**config.mk**
```make
export PLATFORM = sky130hd
export DESIGN_NAME = acc_step_unit
export DESIGN_NICKNAME = d
export VERILOG_FILES = /design/src/rtl/core/acc_pkg.sv /design/src/rtl/core/acc_step_unit.sv
export SDC_FILE = /design/constraint.sdc
export NUM_CORES = 2
export LEC_CHECK = 0
export BUFFER_PORTS_ARGS = -buffer_cell sky130_fd_sc_hd__buf_2
export CAP_MARGIN = 20
export CORE_MARGIN = 1
export CORE_UTILIZATION = 41
export CTS_BUF_LIST = sky130_fd_sc_hd__clkbuf_4 sky130_fd_sc_hd__clkbuf_8
export CTS_CLUSTER_DIAMETER = 30
export DETAILED_ROUTE_END_ITERATION = 16
export PLACE_DENSITY_LB_ADDON = 0.2
export SLEW_MARGIN = 40
export SYNTH_ARGS = -nofsm -noshare
export SYNTH_HDL_FRONTEND = slang
export SYNTH_SLANG_ARGS = --single-unit
export TNS_END_PERCENT = 50
```
**constraint.sdc**
```tcl
create_clock -name clk -period 15.3 [get_ports clk]
set_clock_uncertainty 0.15 [all_clocks]
set_input_delay 2.295 -clock clk [delete_from_list [all_inputs] [get_ports clk]]
set_output_delay 2.295 -clock clk [all_outputs]
set_load 0.005 [all_outputs]
```
**src/rtl/core/acc_pkg.sv**
```systemverilog
// Package for the affine odd-map cycle search block.
// Holds widths, reset values, verdict codes and the step unit's result type.
// No dependencies.
package acc_pkg;
  localparam int OverflowShift = 120;
  localparam int ValW = 128;
  localparam int PeriodW = 40;
  localparam logic [PeriodW-1:0] PeriodMax = {PeriodW{1'b1}};

  localparam logic [6:0] QReset = 7'd3;
  localparam logic [31:0] DReset = 32'd1;
  localparam logic [31:0] StepLimitReset = 32'd20000;
  localparam logic [31:0] BrentLimitReset = 32'd50000000;

  localparam logic [1:0] RegQ = 2'd0;
  localparam logic [1:0] RegD = 2'd1;
  localparam logic [1:0] RegStepLimit = 2'd2;
  localparam logic [1:0] RegBrentLimit = 2'd3;

  localparam logic [2:0] VerdictNothing = 3'd0;
  localparam logic [2:0] VerdictCycle = 3'd1;
  localparam logic [2:0] VerdictEntered = 3'd2;
  localparam logic [2:0] VerdictUnresolved = 3'd3;
  localparam logic [2:0] VerdictOverflow = 3'd4;

  typedef struct packed {
    logic [ValW-1:0] value;
    logic [7:0] shift;
    logic ok;
  } step_res_t;

  function automatic logic at_limit(input logic [ValW-1:0] a);
    at_limit = a[ValW-1:OverflowShift] != '0;
  endfunction
endpackage

```
**src/rtl/core/acc_step_unit.sv**
```systemverilog
// Shared odd-step unit: computes (q*x + d) >> ctz in two registered stages.
// Depends on acc_pkg.
module acc_step_unit
  import acc_pkg::*;
(
  input  logic clk,
  input  logic start,
  input  logic [ValW-1:0] x,
  input  logic [6:0] q,
  input  logic [31:0] d,
  output step_res_t res
);
  logic [ValW-1:0] sum;
  logic [ValW-1:0] prod;
  logic [ValW-1:0] shifted;
  logic [7:0] tz;
  logic found;

  always_ff @(posedge clk) begin
    if (start) begin
      prod <= x * {{(ValW-7){1'b0}}, q};
    end
  end

  assign sum = prod + {{(ValW-32){d[31]}}, d};

  always_comb begin
    tz = 8'd0;
    found = 1'b0;
    for (int i = 0; i < ValW; i++) begin
      if (!found && sum[i]) begin
        tz = 8'(i);
        found = 1'b1;
      end
    end
    shifted = sum >> tz;
  end

  always_ff @(posedge clk) begin
    res.ok <= !(sum[ValW-1] || sum == '0);
    res.value <= (sum[ValW-1] || sum == '0) ? '0 : shifted;
    res.shift <= tz;
  end
endmodule

```
# Word-level counts from Yosys, hierarchy flattened
# Index checks and enable logic that the tools add are counted.
word_totals:
  regBits: 265
  out_inout_bits: 137
  word_cells: 518
op_classes:
  add_sub_neg: 1
  multipliers: 1
  n_shift: 1
  mux: 254
  n_reduce_logical: 257
ops:
  columns: ["cell", "count"]
  rows:
  - ["$mux W8", 126]
  - ["$add A128 B128 Y128", 1]
  - ["$logic_not A1 Y1", 128]
  - ["$logic_not A128 Y1", 1]
  - ["$mul A128 B7 Y128", 1]
  - ["$mux W1", 128]
  - ["$shr A128 B8 Y128", 1]
  - ["$logic_and A1 B1 Y1", 127]
  - ["$logic_or A1 B1 Y1", 1]

# Logic depth before layout (Yosys ltp)
depth:
  depth_word: 384
  depth_mapped: 33
  depth_no_buf: 31

# Worst setup path before layout
# Ideal clock, no wire load.
synth_path:
  path_kind: "input -> register"
  start: "in q[1]"
  end: "reg prod[121], data pin"
  setup_time_ns: 0.259
  arrival_time_ns: 9.996
  path_slack_ns: 4.895
  path_stages: 31
  path_buffers: 3
  path_cell_list: "clkbuf_1 -> clkbuf_1 -> clkbuf_1 -> nand2_1 -> fa_1 -> fa_1 -> inv_1 -> fa_1 -> fa_1 -> ha_1 -> o21a_1 -> nor2_1 -> or2_2 -> nor3_1 -> a21oi_1 -> o41ai_1 -> a2bb2oi_1 -> a21oi_1 -> o31a_1 -> o21ai_0 -> o211ai_1 -> a21oi_1 -> o31ai_1 -> o41ai_1 -> a21oi_1 -> inv_1 -> a21oi_1 -> o21ai_0 -> a21o_1 -> a21oi_1 -> xnor2_1"
synth_via:
  elab_chain_cells: 1
synth_rtl:
  columns: ["element", "line", "text"]
  rows:
  - ["start, declared", "acc_step_unit.sv:9", "input logic [6:0] q,"]
  - ["$mul A128 B7 Y128", "acc_step_unit.sv:21", "prod <= x * {{(ValW-7){1'b0}}, q};"]
  - ["end signal, assigned", "acc_step_unit.sv:21", null]
  - ["end, declared", "acc_step_unit.sv:14", "logic [ValW-1:0] prod;"]
# No other way between the ends.
# A chain may end at the register's enable or synchronous reset.

# Worst setup path in the final report
layout_path:
  start: "in d[31]"
  end: "reg res[47] (netlist bit)"
layout_via:
  elab_chain_cells: 292
  elab_cells_between_ends: 390
  cone_classes: "add/sub (1); shift (1); mux (193); reduce/logical (195)"
layout_rtl:
  columns: ["element", "line", "text"]
  rows:
  - ["start, declared", "acc_step_unit.sv:10", "input logic [31:0] d,"]
  - ["$add A128 B128 Y128 (*)", "acc_step_unit.sv:25", "assign sum = prod + {{(ValW-32){d[31]}}, d};"]
  - ["$logic_and A1 B1 Y1", "acc_step_unit.sv:31", "if (!found && sum[i]) begin"]
  - ["$mux W1", "acc_step_unit.sv:31", null]
  - ["$logic_not A1 Y1", "acc_step_unit.sv:31", null]
  - ["$logic_and A1 B1 Y1", "acc_step_unit.sv:31", null]
  - ["$mux W1", "acc_step_unit.sv:31", null]
  - ["$logic_not A1 Y1", "acc_step_unit.sv:31", null]
  - ["$logic_and A1 B1 Y1", "acc_step_unit.sv:31", null]
  - ["[... 276 more ...]", null, null]
  - ["$mux W1", "acc_step_unit.sv:31", null]
  - ["$logic_not A1 Y1", "acc_step_unit.sv:31", null]
  - ["$logic_and A1 B1 Y1", "acc_step_unit.sv:31", null]
  - ["$mux W1", "acc_step_unit.sv:31", null]
  - ["$logic_not A1 Y1", "acc_step_unit.sv:31", null]
  - ["$logic_and A1 B1 Y1", "acc_step_unit.sv:31", null]
  - ["$mux W8", "acc_step_unit.sv:31", null]
  - ["$shr A128 B8 Y128", "acc_step_unit.sv:36", "shifted = sum >> tz;"]
  - ["end, declared", "acc_step_unit.sv:11", "output step_res_t res"]
# Mark *: on every way between the ends. The rest lies on a longest branch, timed or not.

==> out/summary.txt <==
status: complete, no violations
Routed Antenna Nets: 0
RSZ-0062 raised after global routing: false
Synth area leader: fa_1
Seq cells post-synth: 264
maximum fanout along the worst path: 55
drt total wl: 198 mm
# Max-Cap Violations: 0
WHS: 1240 ps
Num CTS Buffers: 59
worst rel slew slack: 30.4%
Final min period: 11950 ps
wire per inst: 23.7 um
Syn. warnings: 0
Area Overhead vs Synth: 8.18%
fin util: 44.9%
Post-synth EDFFs: 128
worst slew pin tran: 1020 ps
CTS HTree Levels: 2
Core ar.: 128000 um2
WL met1: 89.7 mm
I/O Pins: 306
Synth top area share: 23.1%
Die Y: 362 um
CTS max path bufs: 3
vias per inst: 6.01
Worst Setup End Kind: flip-flop
synthesized area: 53200 um2
Seq/Total Area, Yosys: 12.3%
setup bufs post-CTS: 0
first-pass GRT wire length: 304 mm
CTS clk-pin slew, worst paths: 60 ps
Startpoint Class: primary input
synth top area cells: fa_1, nand2_1, edfxtp_1
Total Routing Usage GR: 29.6%
drt drc: 0
Fmax: 83.7 MHz
DR iter-0 viols: 4767
R2R setup slack: 5000 ps
total congestion overflow: 0
CTS tree: built
asr flop ratio synth: 0%
chip width: 362 um
Sink Count: 264
later-pin clock latency in the skew report: 760 ps
reg2reg path depth: 25
Setup Viol. Count Final: 0
share of post-route cells with drive strength above 1: 10.7%
synth unique cells: 117
count leader, synth: nand2_1
Initial Utilization: 41.5%
Setup crit start: d[31]
metal3 WL: 14.3 mm
initial antenna violation count: 12
Worst setup endpoint: res[47]
ys flop type: dfxtp_1
via count: 50400
final period utilization: 78.1%
Final Hold Fails: 0
Die ar.: 131000 um2
crit path DAT: 12390 ps
buffers added on ports: 304
drt first pass iters: 6
top sig layer: met5
Setup CP Type: in -> reg
synthesized area per cell: 8.21 um2
met2 routed WL: 86.8 mm
Critical R2R Launch: prod[7]
hold buffers post-CTS: 0
pin count of the biggest net entering global routing: 85
fillers: 12900
routability congestion estimate: 1.04
Min-Delay Path Class: reg -> reg
site row count: 131
dpl hpwl: 161 mm
post-route setup TNS: 0 ps
top cells by count, synth: nand2_1, fa_1, inv_1
Mapped Cells: 6479
Worst Path Required: 15740 ps
Placed Instances: 8250
CTS root buf: clkbuf_8
r2r endpoint: res[47]
CTS resizes: 0
Slew Viols, Final: 0
fin cells: 8371
vias in the first global route: 49100
Net count, final: 7626
state kept, by name, summed over array words and instances (netlist names):
register,count
prod,128
res,136
cells in the final DEF (no fill, tap or decap), drive strengths merged, types with 199 or more instances in the layout:
master	instances
and2	199
fa	613
nand2	1086
o21ai	263
nor2	388
mux2i	366
a21oi	363
buf	368
ha	261
inv	514
logic make-up (layout without fill, tap and decap cells):
kind of cell | Yosys count | after routing | share of synthesized area, %
simple gates | 2292 | 2292 | 20.0
xor+xnor | 210 | 210 | 3.46
mux | 468 | 468 | 9.10
other cells | 1 | 10 | 0.00705
fa+ha+maj | 874 | 874 | 29.2
compound gates | 1542 | 1542 | 19.8
buf+inv | 828 | 982 | 6.12
flops | 264 | 264 | 12.3
stage by stage:
step	worst slack [ps]	cell area (um2)
2_1_floorplan	4890	53200
3_3_place_gp	2940	56000
3_5_place_dp	2910	56100
4_1_cts	3650	57400
5_1_grt	2850	57500
6_report	3350	57500
worst min-delay path by stage:
stage	startpoint	to	slack, ps	cells after the start
after CTS	prod[120]	res[9]	1230	7
final	prod[120]	res[9]	1240	7
after global routing	prod[126]	res[9]	1350	7
after floorplan	prod[127]	res[52]	800	4
after global placement	prod[120]	res[9]	1210	7
after detailed placement	prod[120]	res[9]	1200	7
worst max-delay path: stages:
cell and delay, ps:
buf_4 470, buf_4 430, ha_1 450, nand2_1 180
nor4_1 710, nand2_1 240, o41a_1 580, o41ai_1 880
xor2_1 390, nor4_1 470, or3b_1 540, or3_1 460
o31ai_2 370, buf_4 260, o21ai_4 80, inv_4 570
buf_4 400, mux2_2 420, mux2i_1 300, mux2i_1 170
a21oi_1 750, mux2i_1 290, a222oi_1 420, inv_1 140
metal layers:
layer / GRT usage, % / vias up
met2: 46.1 / 2069
met5: 0 / -
met4: 10.3 / 8
met1: 42.0 / 25000
li1: - / 23000
met3: 3.92 / 339
area by class of cell:
type	count	area, um2	area share (%)
diodes	8	20.0	0.0348
inverters	500	1880	3.27
repair buffers	370	2050	3.57
well taps	1729	2160	3.76
clock buffers	70	926	1.61
flip-flops and latches	264	6570	11.4
clock inverters	42	407	0.707
multi-input cells	5388	43500	75.6
Power is not shown: default switching activity piles up to over one toggle a cycle in this logic, so the estimate is an artifact.
